### src/hw/rtl/tdt_pkg.sv
`timescale 1ns / 1ps
// ----------------------------------------------------------------------------
// Timer deadline table package
// Command and result codes, field widths and limits shared by the table files.
// ----------------------------------------------------------------------------
package tdt_pkg;

   localparam int CMD_W  = 2;
   localparam int TIME_W = 48;
   localparam int IVL_W  = 32;
   localparam int SLOT_W = 4;
   localparam int TAG_W  = 32;
   localparam int KIND_W = 3;

   localparam int MAX_RESULTS = 16;
   localparam int ORD_W       = $clog2(MAX_RESULTS);
   localparam int CNT_W       = $clog2(MAX_RESULTS + 1);

   localparam logic [TIME_W-1:0] TIME_MAX = {TIME_W{1'b1}};

   typedef logic [CMD_W-1:0]  cmd_type;
   typedef logic [KIND_W-1:0] kind_type;

   localparam cmd_type CMD_ADD    = 2'd0;
   localparam cmd_type CMD_CANCEL = 2'd1;
   localparam cmd_type CMD_TICK   = 2'd2;

   localparam kind_type KIND_ADDED     = 3'd0;
   localparam kind_type KIND_FULL      = 3'd1;
   localparam kind_type KIND_CANCELLED = 3'd2;
   localparam kind_type KIND_NO_MATCH  = 3'd3;
   localparam kind_type KIND_EXPIRED   = 3'd4;
   localparam kind_type KIND_NONE      = 3'd5;

endpackage

### src/hw/rtl/tdt_slot_store.sv
`timescale 1ns / 1ps
// ----------------------------------------------------------------------------
// Timer slot store
// Deadline, reload interval and tag memories: one write address, one shared
// read address, registered read data.
// ----------------------------------------------------------------------------
module tdt_slot_store #(
   parameter int TIMER_SLOTS = 16
) (
   input  logic                                clock,
   input  logic                                wr_dl_en,
   input  logic                                wr_meta_en,
   input  logic [$clog2(TIMER_SLOTS)-1:0]      wr_addr,
   input  logic [tdt_pkg::TIME_W-1:0]          wr_dl,
   input  logic [tdt_pkg::IVL_W-1:0]           wr_ivl,
   input  logic [tdt_pkg::TAG_W-1:0]           wr_tag,
   input  logic [$clog2(TIMER_SLOTS)-1:0]      rd_addr,
   output logic [tdt_pkg::TIME_W-1:0]          rd_dl,
   output logic [tdt_pkg::IVL_W-1:0]           rd_ivl,
   output logic [tdt_pkg::TAG_W-1:0]           rd_tag
);

   logic [tdt_pkg::TIME_W-1:0] dl_mem  [TIMER_SLOTS];
   logic [tdt_pkg::IVL_W-1:0]  ivl_mem [TIMER_SLOTS];
   logic [tdt_pkg::TAG_W-1:0]  tag_mem [TIMER_SLOTS];

   always_ff @(posedge clock) begin
      if (wr_dl_en || wr_meta_en) begin
         dl_mem[wr_addr] <= wr_dl;
      end
      rd_dl <= dl_mem[rd_addr];
   end

   always_ff @(posedge clock) begin
      if (wr_meta_en) begin
         ivl_mem[wr_addr] <= wr_ivl;
      end
      rd_ivl <= ivl_mem[rd_addr];
   end

   always_ff @(posedge clock) begin
      if (wr_meta_en) begin
         tag_mem[wr_addr] <= wr_tag;
      end
      rd_tag <= tag_mem[rd_addr];
   end

endmodule

### src/hw/rtl/timer_deadline_table_top.sv
`timescale 1ns / 1ps
// ----------------------------------------------------------------------------
// Timer deadline table
// Ordered timer queue with periodic reload over a table of timer slots.
// ----------------------------------------------------------------------------
// A command word is taken when start is high and busy is low; busy then stays
// high until the cycle in which the last result word is shown. Result words
// appear on the rsp_ ports for one cycle each, flagged by rsp_valid, and cannot
// be held off, so the receiver must take every word as it comes. All work goes
// through one slot memory read port and one deadline compare unit, scanning
// one slot a cycle. An add makes one scan pass for a free slot and the current
// earliest deadline; a cancel reads and checks the slot, then makes a
// next-deadline pass. A tick makes one selection pass per expired timer and a
// final empty one, rearms or disarms each timer with a read and a write, makes
// the next-deadline pass and gives each result word with a read and an output
// step. A tick with nothing due gives a single result word, and one that
// reaches the limit of 16 expiries skips the final empty pass.
// Command code 3 is taken and dropped at once with no result.
// ----------------------------------------------------------------------------
module timer_deadline_table_top #(
   parameter int TIMER_SLOTS = 16
) (
   input  logic                               clock,
   input  logic                               reset,
   input  logic                               start,
   output logic                               busy,
   input  logic [tdt_pkg::CMD_W-1:0]          req_command,
   input  logic [tdt_pkg::TIME_W-1:0]         req_now_us,
   input  logic [tdt_pkg::TIME_W-1:0]         req_deadline_us,
   input  logic [tdt_pkg::IVL_W-1:0]          req_interval_us,
   input  logic [tdt_pkg::SLOT_W-1:0]         req_timer_slot,
   input  logic [tdt_pkg::TAG_W-1:0]          req_timer_tag,
   output logic                               rsp_valid,
   output logic [tdt_pkg::KIND_W-1:0]         rsp_kind,
   output logic [tdt_pkg::SLOT_W-1:0]         rsp_slot,
   output logic [tdt_pkg::TAG_W-1:0]          rsp_tag,
   output logic                               rsp_earliest_changed,
   output logic [tdt_pkg::TIME_W-1:0]         rsp_next_deadline_us,
   output logic                               rsp_queue_nonempty,
   output logic                               rsp_last
);

   localparam int IW = $clog2(TIMER_SLOTS);
   localparam int CW = $clog2(TIMER_SLOTS + 1);
   localparam int SW = 4;

   localparam logic [SW-1:0] S_IDLE     = 4'd0;
   localparam logic [SW-1:0] S_ADD_SCAN = 4'd1;
   localparam logic [SW-1:0] S_ADD_END  = 4'd2;
   localparam logic [SW-1:0] S_CAN_RD   = 4'd3;
   localparam logic [SW-1:0] S_CAN_CHK  = 4'd4;
   localparam logic [SW-1:0] S_SEL_SCAN = 4'd5;
   localparam logic [SW-1:0] S_SEL_END  = 4'd6;
   localparam logic [SW-1:0] S_RA_RD    = 4'd7;
   localparam logic [SW-1:0] S_RA_WR    = 4'd8;
   localparam logic [SW-1:0] S_MIN_SCAN = 4'd9;
   localparam logic [SW-1:0] S_EMIT_RD  = 4'd10;
   localparam logic [SW-1:0] S_EMIT_OUT = 4'd11;

   logic [SW-1:0]                   state_ff, state_in;
   logic [CW-1:0]                   ctr_ff, ctr_in;
   logic                            found_ff, found_in;
   logic [tdt_pkg::TIME_W-1:0]      best_dl_ff, best_dl_in;
   logic [IW-1:0]                   best_idx_ff, best_idx_in;
   logic                            free_found_ff, free_found_in;
   logic [IW-1:0]                   free_idx_ff, free_idx_in;
   logic [tdt_pkg::CNT_W-1:0]       cnt_ff, cnt_in;
   logic [tdt_pkg::ORD_W-1:0]       k_ff, k_in;
   logic [TIMER_SLOTS-1:0]          armed_ff, armed_in;
   logic [TIMER_SLOTS-1:0]          picked_ff, picked_in;
   logic [tdt_pkg::TAG_W-1:0]       tag_ctr_ff, tag_ctr_in;
   logic                            cancelled_ff, cancelled_in;
   logic [IW-1:0]                   order_ff [tdt_pkg::MAX_RESULTS];

   logic [tdt_pkg::CMD_W-1:0]       cmd_ff;
   logic [tdt_pkg::TIME_W-1:0]      now_ff;
   logic [tdt_pkg::TIME_W-1:0]      dl_ff;
   logic [tdt_pkg::IVL_W-1:0]       ivl_ff;
   logic [tdt_pkg::SLOT_W-1:0]      cslot_ff;
   logic [tdt_pkg::TAG_W-1:0]       ctag_ff;

   logic                            rsp_valid_ff, rsp_valid_in;
   logic [tdt_pkg::KIND_W-1:0]      rsp_kind_ff, rsp_kind_in;
   logic [tdt_pkg::SLOT_W-1:0]      rsp_slot_ff, rsp_slot_in;
   logic [tdt_pkg::TAG_W-1:0]       rsp_tag_ff, rsp_tag_in;
   logic                            rsp_ec_ff, rsp_ec_in;
   logic [tdt_pkg::TIME_W-1:0]      rsp_nd_ff, rsp_nd_in;
   logic                            rsp_ne_ff, rsp_ne_in;
   logic                            rsp_last_ff, rsp_last_in;

   logic                            accept;
   logic                            order_we;
   logic [IW-1:0]                   mem_addr;
   logic                            wr_dl_en, wr_meta_en;
   logic [IW-1:0]                   wr_addr;
   logic [tdt_pkg::TIME_W-1:0]      wr_dl;
   logic [tdt_pkg::TIME_W-1:0]      rd_dl;
   logic [tdt_pkg::IVL_W-1:0]       rd_ivl;
   logic [tdt_pkg::TAG_W-1:0]       rd_tag;

   logic                            ev_on;
   logic [IW-1:0]                   ev_idx;
   logic                            ev_armed;
   logic [tdt_pkg::TIME_W-1:0]      cmp_a;
   logic                            cmp_lt;
   logic                            le_now;
   logic                            take;
   logic                            scan_end;
   logic [tdt_pkg::TAG_W-1:0]       tag_next;
   logic [IW-1:0]                   cidx;
   logic                            c_in_range;
   logic [IW-1:0]                   ord_sel;
   logic [tdt_pkg::CNT_W-1:0]       k_plus;
   logic [tdt_pkg::TIME_W:0]        rearm_sum;
   logic [tdt_pkg::TIME_W-1:0]      rearm_dl;
   logic                            earliest;
   logic [tdt_pkg::TIME_W-1:0]      next_dl;

   tdt_slot_store #(
      .TIMER_SLOTS (TIMER_SLOTS)
   ) u_store (
      .clock      (clock),
      .wr_dl_en   (wr_dl_en),
      .wr_meta_en (wr_meta_en),
      .wr_addr    (wr_addr),
      .wr_dl      (wr_dl),
      .wr_ivl     (ivl_ff),
      .wr_tag     (tag_next),
      .rd_addr    (mem_addr),
      .rd_dl      (rd_dl),
      .rd_ivl     (rd_ivl),
      .rd_tag     (rd_tag)
   );

   assign busy   = (state_ff != S_IDLE);
   assign accept = start && !busy;

   assign ev_on    = (ctr_ff != '0);
   assign ev_idx   = IW'(ctr_ff - CW'(1));
   assign ev_armed = armed_ff[ev_idx];
   assign scan_end = (ctr_ff == CW'(TIMER_SLOTS));

   assign cmp_a  = (state_ff == S_ADD_END) ? dl_ff : rd_dl;
   assign cmp_lt = (cmp_a < best_dl_ff);
   assign le_now = (rd_dl <= now_ff);

   assign take = ev_on && ev_armed && (!found_ff || cmp_lt) &&
                 ((state_ff != S_SEL_SCAN) || (!picked_ff[ev_idx] && le_now));

   assign tag_next   = tag_ctr_ff + tdt_pkg::TAG_W'(1);
   assign cidx       = IW'(cslot_ff);
   assign c_in_range = (int'(cslot_ff) < TIMER_SLOTS);
   assign ord_sel    = order_ff[k_ff];
   assign k_plus     = tdt_pkg::CNT_W'(k_ff) + tdt_pkg::CNT_W'(1);

   assign rearm_sum = {1'b0, now_ff} + (tdt_pkg::TIME_W + 1)'(rd_ivl);
   assign rearm_dl  = rearm_sum[tdt_pkg::TIME_W] ? tdt_pkg::TIME_MAX :
                                                  rearm_sum[tdt_pkg::TIME_W-1:0];

   assign earliest = !found_ff || cmp_lt;
   assign next_dl  = found_ff ? best_dl_ff : '0;

   always_comb begin
      state_in      = state_ff;
      ctr_in        = ctr_ff;
      found_in      = found_ff;
      best_dl_in    = best_dl_ff;
      best_idx_in   = best_idx_ff;
      free_found_in = free_found_ff;
      free_idx_in   = free_idx_ff;
      cnt_in        = cnt_ff;
      k_in          = k_ff;
      armed_in      = armed_ff;
      picked_in     = picked_ff;
      tag_ctr_in    = tag_ctr_ff;
      cancelled_in  = cancelled_ff;
      order_we      = 1'b0;
      mem_addr      = '0;
      wr_dl_en      = 1'b0;
      wr_meta_en    = 1'b0;
      wr_addr       = free_idx_ff;
      wr_dl         = dl_ff;
      rsp_valid_in  = 1'b0;
      rsp_kind_in   = rsp_kind_ff;
      rsp_slot_in   = rsp_slot_ff;
      rsp_tag_in    = rsp_tag_ff;
      rsp_ec_in     = rsp_ec_ff;
      rsp_nd_in     = rsp_nd_ff;
      rsp_ne_in     = rsp_ne_ff;
      rsp_last_in   = rsp_last_ff;

      unique case (state_ff)
         S_IDLE: begin
            ctr_in        = '0;
            found_in      = 1'b0;
            free_found_in = 1'b0;
            if (accept) begin
               unique case (req_command)
                  tdt_pkg::CMD_ADD:    state_in = S_ADD_SCAN;
                  tdt_pkg::CMD_CANCEL: state_in = S_CAN_RD;
                  tdt_pkg::CMD_TICK: begin
                     picked_in = '0;
                     cnt_in    = '0;
                     state_in  = S_SEL_SCAN;
                  end
                  default: state_in = S_IDLE;
               endcase
            end
         end

         S_ADD_SCAN, S_SEL_SCAN, S_MIN_SCAN: begin
            if (!scan_end) begin
               mem_addr = ctr_ff[IW-1:0];
            end
            if (take) begin
               found_in    = 1'b1;
               best_dl_in  = rd_dl;
               best_idx_in = ev_idx;
            end
            if ((state_ff == S_ADD_SCAN) && ev_on && !ev_armed && !free_found_ff) begin
               free_found_in = 1'b1;
               free_idx_in   = ev_idx;
            end
            ctr_in = ctr_ff + CW'(1);
            if (scan_end) begin
               ctr_in = '0;
               unique case (state_ff)
                  S_ADD_SCAN: state_in = S_ADD_END;
                  S_SEL_SCAN: state_in = S_SEL_END;
                  default: begin
                     k_in     = '0;
                     state_in = S_EMIT_RD;
                  end
               endcase
            end
         end

         S_ADD_END: begin
            rsp_valid_in = 1'b1;
            rsp_last_in  = 1'b1;
            if (free_found_ff) begin
               wr_meta_en             = 1'b1;
               wr_addr                = free_idx_ff;
               armed_in[free_idx_ff]  = 1'b1;
               tag_ctr_in             = tag_next;
               rsp_kind_in            = tdt_pkg::KIND_ADDED;
               rsp_slot_in            = tdt_pkg::SLOT_W'(free_idx_ff);
               rsp_tag_in             = tag_next;
               rsp_ec_in              = earliest;
               rsp_nd_in              = earliest ? dl_ff : best_dl_ff;
               rsp_ne_in              = 1'b1;
            end else begin
               rsp_kind_in = tdt_pkg::KIND_FULL;
               rsp_slot_in = '0;
               rsp_tag_in  = '0;
               rsp_ec_in   = 1'b0;
               rsp_nd_in   = next_dl;
               rsp_ne_in   = found_ff;
            end
            state_in = S_IDLE;
         end

         S_CAN_RD: begin
            mem_addr = cidx;
            state_in = S_CAN_CHK;
         end

         S_CAN_CHK: begin
            cancelled_in = c_in_range && armed_ff[cidx] && (rd_tag == ctag_ff);
            if (cancelled_in) begin
               armed_in[cidx] = 1'b0;
            end
            found_in = 1'b0;
            ctr_in   = '0;
            state_in = S_MIN_SCAN;
         end

         S_SEL_END: begin
            found_in = 1'b0;
            ctr_in   = '0;
            k_in     = '0;
            if (found_ff) begin
               order_we               = 1'b1;
               picked_in[best_idx_ff] = 1'b1;
               cnt_in                 = cnt_ff + tdt_pkg::CNT_W'(1);
               state_in = (cnt_in == tdt_pkg::CNT_W'(tdt_pkg::MAX_RESULTS)) ? S_RA_RD :
                                                                            S_SEL_SCAN;
            end else begin
               state_in = (cnt_ff == '0) ? S_MIN_SCAN : S_RA_RD;
            end
         end

         S_RA_RD: begin
            mem_addr = ord_sel;
            state_in = S_RA_WR;
         end

         S_RA_WR: begin
            if (rd_ivl != '0) begin
               wr_dl_en = 1'b1;
               wr_addr  = ord_sel;
               wr_dl    = rearm_dl;
            end else begin
               armed_in[ord_sel] = 1'b0;
            end
            if (k_plus == cnt_ff) begin
               found_in = 1'b0;
               ctr_in   = '0;
               state_in = S_MIN_SCAN;
            end else begin
               k_in     = k_ff + tdt_pkg::ORD_W'(1);
               state_in = S_RA_RD;
            end
         end

         S_EMIT_RD: begin
            mem_addr = ord_sel;
            state_in = S_EMIT_OUT;
         end

         S_EMIT_OUT: begin
            rsp_valid_in = 1'b1;
            rsp_ec_in    = 1'b0;
            rsp_nd_in    = next_dl;
            rsp_ne_in    = found_ff;
            rsp_last_in  = 1'b1;
            state_in     = S_IDLE;
            if (cmd_ff == tdt_pkg::CMD_CANCEL) begin
               rsp_kind_in = cancelled_ff ? tdt_pkg::KIND_CANCELLED :
                                            tdt_pkg::KIND_NO_MATCH;
               rsp_slot_in = cslot_ff;
               rsp_tag_in  = ctag_ff;
            end else if (cnt_ff == '0) begin
               rsp_kind_in = tdt_pkg::KIND_NONE;
               rsp_slot_in = '0;
               rsp_tag_in  = '0;
            end else begin
               rsp_kind_in = tdt_pkg::KIND_EXPIRED;
               rsp_slot_in = tdt_pkg::SLOT_W'(ord_sel);
               rsp_tag_in  = rd_tag;
               rsp_last_in = (k_plus == cnt_ff);
               if (!rsp_last_in) begin
                  k_in     = k_ff + tdt_pkg::ORD_W'(1);
                  state_in = S_EMIT_RD;
               end
            end
         end

         default: state_in = S_IDLE;
      endcase
   end

   always_ff @(posedge clock) begin
      if (reset) begin
         state_ff     <= S_IDLE;
         armed_ff     <= '0;
         tag_ctr_ff   <= '0;
         rsp_valid_ff <= 1'b0;
      end else begin
         state_ff     <= state_in;
         armed_ff     <= armed_in;
         tag_ctr_ff   <= tag_ctr_in;
         rsp_valid_ff <= rsp_valid_in;
      end
   end

   always_ff @(posedge clock) begin
      ctr_ff        <= ctr_in;
      found_ff      <= found_in;
      best_dl_ff    <= best_dl_in;
      best_idx_ff   <= best_idx_in;
      free_found_ff <= free_found_in;
      free_idx_ff   <= free_idx_in;
      cnt_ff        <= cnt_in;
      k_ff          <= k_in;
      picked_ff     <= picked_in;
      cancelled_ff  <= cancelled_in;
      rsp_kind_ff   <= rsp_kind_in;
      rsp_slot_ff   <= rsp_slot_in;
      rsp_tag_ff    <= rsp_tag_in;
      rsp_ec_ff     <= rsp_ec_in;
      rsp_nd_ff     <= rsp_nd_in;
      rsp_ne_ff     <= rsp_ne_in;
      rsp_last_ff   <= rsp_last_in;
      if (order_we) begin
         order_ff[cnt_ff[tdt_pkg::ORD_W-1:0]] <= best_idx_ff;
      end
      if (accept) begin
         cmd_ff   <= req_command;
         now_ff   <= req_now_us;
         dl_ff    <= req_deadline_us;
         ivl_ff   <= req_interval_us;
         cslot_ff <= req_timer_slot;
         ctag_ff  <= req_timer_tag;
      end
   end

   assign rsp_valid            = rsp_valid_ff;
   assign rsp_kind             = rsp_kind_ff;
   assign rsp_slot             = rsp_slot_ff;
   assign rsp_tag              = rsp_tag_ff;
   assign rsp_earliest_changed = rsp_ec_ff;
   assign rsp_next_deadline_us = rsp_nd_ff;
   assign rsp_queue_nonempty   = rsp_ne_ff;
   assign rsp_last             = rsp_last_ff;

endmodule
### config.mk
export PLATFORM = sky130hd
export DESIGN_NAME = timer_deadline_table_top
export DESIGN_NICKNAME = d
export VERILOG_FILES = /design/src/hw/rtl/tdt_pkg.sv /design/src/hw/rtl/tdt_slot_store.sv /design/src/hw/rtl/timer_deadline_table_top.sv
export SDC_FILE = /design/constraint.sdc
export NUM_CORES = 2
export LEC_CHECK = 0
export BUFFER_PORTS_ARGS = -buffer_cell sky130_fd_sc_hd__buf_2
export CORE_MARGIN = 2
export CORE_UTILIZATION = 60
export DETAILED_ROUTE_END_ITERATION = 7
export PLACE_DENSITY = 0.78
export SYNTH_ARGS = -nofsm -noshare
export SYNTH_HDL_FRONTEND = slang
export SYNTH_SLANG_ARGS = --single-unit
export TNS_END_PERCENT = 30
### constraint.sdc
create_clock -name clock -period 8 [get_ports clock]
set_clock_uncertainty 0.15 [all_clocks]
set_input_delay 0.8 -clock clock [delete_from_list [all_inputs] [get_ports clock]]
set_output_delay 0.8 -clock clock [all_outputs]
set_load 0.1 [all_outputs]
# After elaboration in Yosys (flattened, before gate mapping)
# Memories as Yosys holds them, arrays and structs flattened. A register that Yosys moved wholly into a read port is not among the register bits.
# Cells that the tools add are included.
# word_totals
elab_cells,233
memories,4
ramBits,1856
out_inout_bits,92
register_bits,398
inputBits,169
# op_classes
n_bitwise,6
addsub,7
n_eq_ne,32
reduce_logical,48
n_mux,98
order_cmp,11
# mem_list
memory,depth,word_bits,read_ports,rd_clocked_by_memory_dff,wr,line_no,rtl
u_store.dl_mem,16,48,1,1,1,tdt_slot_store.sv:23,logic [tdt_pkg::TIME_W-1:0] dl_mem [TIMER_SLOTS];
u_store.ivl_mem,16,32,1,1,1,tdt_slot_store.sv:24,logic [tdt_pkg::IVL_W-1:0] ivl_mem [TIMER_SLOTS];
u_store.tag_mem,16,32,1,1,1,tdt_slot_store.sv:25,logic [tdt_pkg::TAG_W-1:0] tag_mem [TIMER_SLOTS];
order_ff,16,4,1,1,1,timer_deadline_table_top.sv:73,logic [IW-1:0] order_ff [tdt_pkg::MAX_RESULTS];
# op_table
op,n
$mux 48,7
$mux 16,6
$mux 32,3
$pmux 48 s2,1
$mux 4,20
$pmux 32 s2,1
$add 48x32->49,1
$le 48x48->1,1
$lt 48x48->1,1
$pmux 16 s3,1
$pmux 4 s9,1
$add 32x1->32 const B,1
$and 16x16->16,2
$eq 32x32->1,1
$not 16->16,2
$or 16x16->16,2
$pmux 16 s2,1
$reduce_bool 32->1,1
$mux 1,30
$lt 4x5->1 const B,5
$mux 5,5
$ne 2x2->1 const B,12
$demux 1 s4,4
$eq 4x3->1 const B,4
other kinds (42),89

# Longest topological paths before layout
# depth
depth_word,9
depth_mapped,20

# Modules after synthesis
# Synthesis repeated with hierarchy kept, for this count alone.
# unflattened
hier_cells,5136
hier_area_um2,93988.9
# by_module_without_submodules
mod,area_each_um2,cells_each,instances
tdt_slot_store,69268.9,2891,1
timer_deadline_table_top,24720.0,2245,1

# Worst setup path before layout
# Ideal clock, no wire load.
# synth_timing
kind,reg2reg
start,register state_ff[3]
end,register best_dl_ff[0] (netlist name) (enable)
stages_incl_launch_ff,18
arrival_time_ns,5.461
setup_ns,0.462
slack_ns,1.927
path_buffers,3
cell_sequence,dfxtp_1 > clkbuf_1 > nor2_1 > nand2_1 > clkbuf_1 > clkbuf_1 > nand2_1 > nand2_1 > ha_1 > a21oi_1 > nand2_1 > a221oi_1 > o21ai_0 > a21o_1 > a41oi_1 > o22ai_1 > or3_1 > nor2_1
# synth_via
elab_chain_cells,7
# synth_lines
element,line_no,rtl
from (decl),timer_deadline_table_top.sv:60,"logic [SW-1:0] state_ff, state_in;"
from (signal assigned),timer_deadline_table_top.sv:360,state_ff <= state_in;
$eq 4x2->1,timer_deadline_table_top.sv:143,assign cmp_a = (state_ff == S_ADD_END) ? dl_ff : rd_dl;
$mux 48,timer_deadline_table_top.sv:143,
$lt 48x48->1,timer_deadline_table_top.sv:144,assign cmp_lt = (cmp_a < best_dl_ff);
$logic_or 1x1->1,timer_deadline_table_top.sv:147,assign take = ev_on && ev_armed && (!found_ff || cmp_lt) &&
$logic_and 1x1->1 (2 in series),timer_deadline_table_top.sv:147,
$reduce_and 2->1 (no line) *,-,
to (signal assigned),timer_deadline_table_top.sv:370,best_dl_ff <= best_dl_in;
to (decl),timer_deadline_table_top.sv:63,"logic [tdt_pkg::TIME_W-1:0] best_dl_ff, best_dl_in;"
# Every way passes the cells marked *; elsewhere a longest branch is shown, timed or not.
# A chain may end at the register's enable or synchronous reset.

# Worst setup path in the final report
# layout_timing
start,register state_ff[1]
end,register best_dl_ff[9] (netlist name) (enable)
# Same word-level chain as after synthesis.

==> summary.md <==
| Metric | Value |
|---|---|
| Status | complete, no violations |
| RSZ-0062 raised after global routing | no |
| CTS Sinks | 2370 |
| Post-CTS Resized | 0 |
| Max incr delay on CP | between 0.6 and 0.7 ns |
| Worst rel slew slack | under 10% |
| Drt wl/cell | around 27 microns |
| Count leader, synth | edfxtp_1 |
| Post-Syn Area | 0.0961 sq mm |
| Initial Utilization | roughly three fifths |
| Hold Path Cell Cnt | 1 |
| Synth cell types | 81 |
| Worst setup SP type | flip-flop |
| CP cell instances | inv_1 > nor2_1 > nand2_2 > buf_4 > nand2_1 > nand2_1 > ha_1 > a21o_1 > a221oi_1 > o21ai_1 > a211oi_1 > o31ai_1 > a41oi_1 > o22ai_1 > or3_1 > nor2_4 > buf_4 |
| Cells after DPL | ~9000 |
| Antenna Violating Nets Remaining | 0 |
| Ports | between 200 and 300 |
| Fmax | about 170 MHz |
| WL final | about 260000 microns |
| Die Area | ~0.16 sq mm |
| Post-route cell area | 0.108 sq mm |
| Pwr/cell area | between 300 and 400 mW/mm^2 |
| Cell taking the most area after synthesis | edfxtp_1 |
| Iter 0 DRT Violations | 9670 |
| LEAKAGE | between 30 and 40 nW |
| Core ar. | ~0.16 sq mm |
| Slowest-stage cell, CP | dfxtp_1 |
| DRC | 0 |
| Final hold violation count | 0 |
| Sequential area share after synthesis | between 70 and 80% |
| FP Rows | approximately 150 |
| Die Y | between 400 and 500 microns |
| Gate count of the mapped netlist | ~7100 |
| DR pass1 iterations | 6 |
| CTS tree | yes |
| Worst-skew pair later-pin latency | approximately 0.85 ns |
| Synth Register Bits | ~2400 |
| Setup TNS | 0 ns |
| Final #Nets | 7675 |
| Syn nets | roughly 7400 |
| Ys async rst share | 0% |
| Filler cell count | 10393 |
| IR drop worst, VDD | roughly 0.26 mV |
| GPL Wtd Cong | approximately 0.94 |
| Final setup fails | 0 |
| Share of layout cells above drive strength 1 | 10.8% |
| Placed cell areas | ~0.1 sq mm |
| Crit. End Element | flip-flop |
| Register area | ~0.069 sq mm |
| Max-cap violations | 0 |
| H-tree depth | 4 |
| Tmin final | between 5 and 6 ns |
| Post-synth EDFFs | approximately 2200 |
| Initial antenna violation count | 14 |
| CTS buffer count | between 200 and 250 |
| Worst hold path class | in -> reg |
| WP data required | roughly 8.3 ns |
| Maximum root-to-sink buffer count | 3 |
| Maximum number of pins on one net before global-route repair | ~180 |
| Worst-margin pin slew | 1.43 ns |
| Top post-synthesis cells by area | edfxtp_1 69%, nand2_1 6.1%, a21oi_1 4.7% |
| Tot GR Track Use | 31.6% |
| Final Non-Filler Cells | between 9000 and 10000 |
| Root buf cell | clkbuf_16 |
| Area Growth Syn to Fin | 12.3% |
| Crit path kind | reg -> reg |
| Vias in the first global route | 61264 |
| Vias/cell | 6.59 |
| Crit path max fanout | 52 |
| Top FF cell, synth | edfxtp_1 |
| DPL Wire Length | 144000 microns |
| Port Buffers | 260 |
| Worst r2r path cells | 17 |
| Final period utilization | around 75% |
| Arrival time at the worst endpoint | around 6.3 ns |
| Grt ovf | 0 |
| Area of the multi-input gates | around 0.024 sq mm |
| Worst-path clk slew | ~0.06 ns |
| Synth warn | 0 |
| Synth cell count leaders | 2201 x edfxtp_1, 1552 x nand2_1, 902 x a21oi_1 |
| Vias | 63523 |
| First-pass GRT wire length | around 380000 microns |
| Syn avg cell area | ~14 sq um |
| Chip width | 404 microns |
| Final Max Tran Viols | 0 |
| Synth top area share | 68.8% |
cell families (layout without fill, tap and decap cells):
family,after synthesis,after routing,synth area share [%]
adders and majority gates,138,138,1.80
AOI/OAI and AO/OA,1707,1707,11.5
xor gates and xnor gates,132,132,1.20
and+or+nand+nor,1983,1983,8.33
buffers and inverters,572,1075,2.82
muxes,158,158,2.07
other,0,2,0
DFF,2370,2370,72.3
power by group:
group / internal, mW / leakage [nW] / switching [mW]
registers: 15.1 / 21.5 / 1.14
logic: 2.91 / 12.0 / 6.80
clock network: 5.77 / 3.47 / 4.56
total: 23.8 / 36.9 / 12.5
layout make-up:
class / instances / area share (%)
Sequential cell: 2370 / 64.4
Clock buffer: 297 / 5.60
Antenna cell: 2 / 0.00464
Timing Repair Buffer: 522 / 3.61
Clock inverter: 121 / 1.02
Tap cell: 2072 / 2.40
Multi-Input combinational cell: 4118 / 22.5
Inverter: 135 / 0.470
state kept, by name (all words and copies together), names as in the netlist, 5 cells and up, named ones only:
register and count:
u_store.rd_dl 48, order_ff 64, rsp_next_deadline_us 48, best_dl_ff 48
ctag_ff 32, rsp_tag 32, u_store.ivl_mem 512, armed_ff 16
ctr_ff 5, tag_ctr_ff 32, u_store.rd_ivl 32, picked_ff 16
ivl_ff 32, cnt_ff 5, u_store.tag_mem 512, u_store.dl_mem 768
u_store.rd_tag 32, now_ff 48, dl_ff 48
cell usage in the layout, fill, tap and decap left out, types with 50 or more instances in the layout:
master         netlist  final
a21oi_1            902    900
a22o_1              50     50
clkbuf_1           198     57
nand3_1             56     56
buf_2              115    260
mux2i_1            123    123
buf_4               52     99
nand2_1           1552   1549
o311ai_1           112    112
nor2_1             176    141
dfxtp_1            169    169
a32oi_1            114    114
clkbuf_16            0    224
o21ai_0             55     54
ha_1               137    137
a221oi_1           117    117
a22oi_1            144    144
dlygate4sd3_1        0    141
xnor2_1             84     80
inv_1              132    132
edfxtp_1          2201   2201
critical path: cells and delay by family (launching register included):
family	cells	cell delay, ns
compound gates	7	1.85
fa+ha+maj	1	0.29
buf+inv	3	1.20
flops	1	0.67
simple gates	6	1.33
through the flow:
step | hold slack [ns] | util, % | worst slack (ns) | power [mW]
after CTS | 0.000152 | 68.0 | 2.17 | 36.1
after detailed placement | 0.297 | 62.6 | 2.23 | 25.8
after global routing | 0.00602 | 68.0 | 1.84 | 37.5
final | 0.0269 | 68.0 | 2.02 | 36.3
after global placement | 0.306 | 62.6 | 2.39 | 25.6
after floorplan | 0.271 | - | 1.93 | 22.7
metal layers:
metal	track usage, %	vias up	share of wire, %
li1	-	27216	-
met1	43.7	31118	37
met2	49.4	4446	47
met3	6.39	741	12
met4	13.4	2	4.3
met5	0	-	0.0027
path summary, 6_finish.rpt:
| kind | startpoint | slack [ns] | to |
|---|---|---|---|
| hold reg to reg | u_store.rd_dl[31] | 0.31 | best_dl_ff[31] |
| setup reg to reg | state_ff[1] | 2.02 | best_dl_ff[9] |
| hold / removal | req_deadline_us[4] | 0.03 | dl_ff[4] |
| setup / recovery | state_ff[1] | 2.02 | best_dl_ff[9] |
repair_timing:
item / 4_1_cts / 5_1_grt
hold buffers: 141 / 0
buffers inserted: 0 / 0
hold endpoints to repair: 141 / 0
No activity file was read; power rests on OpenSTA's default activity.
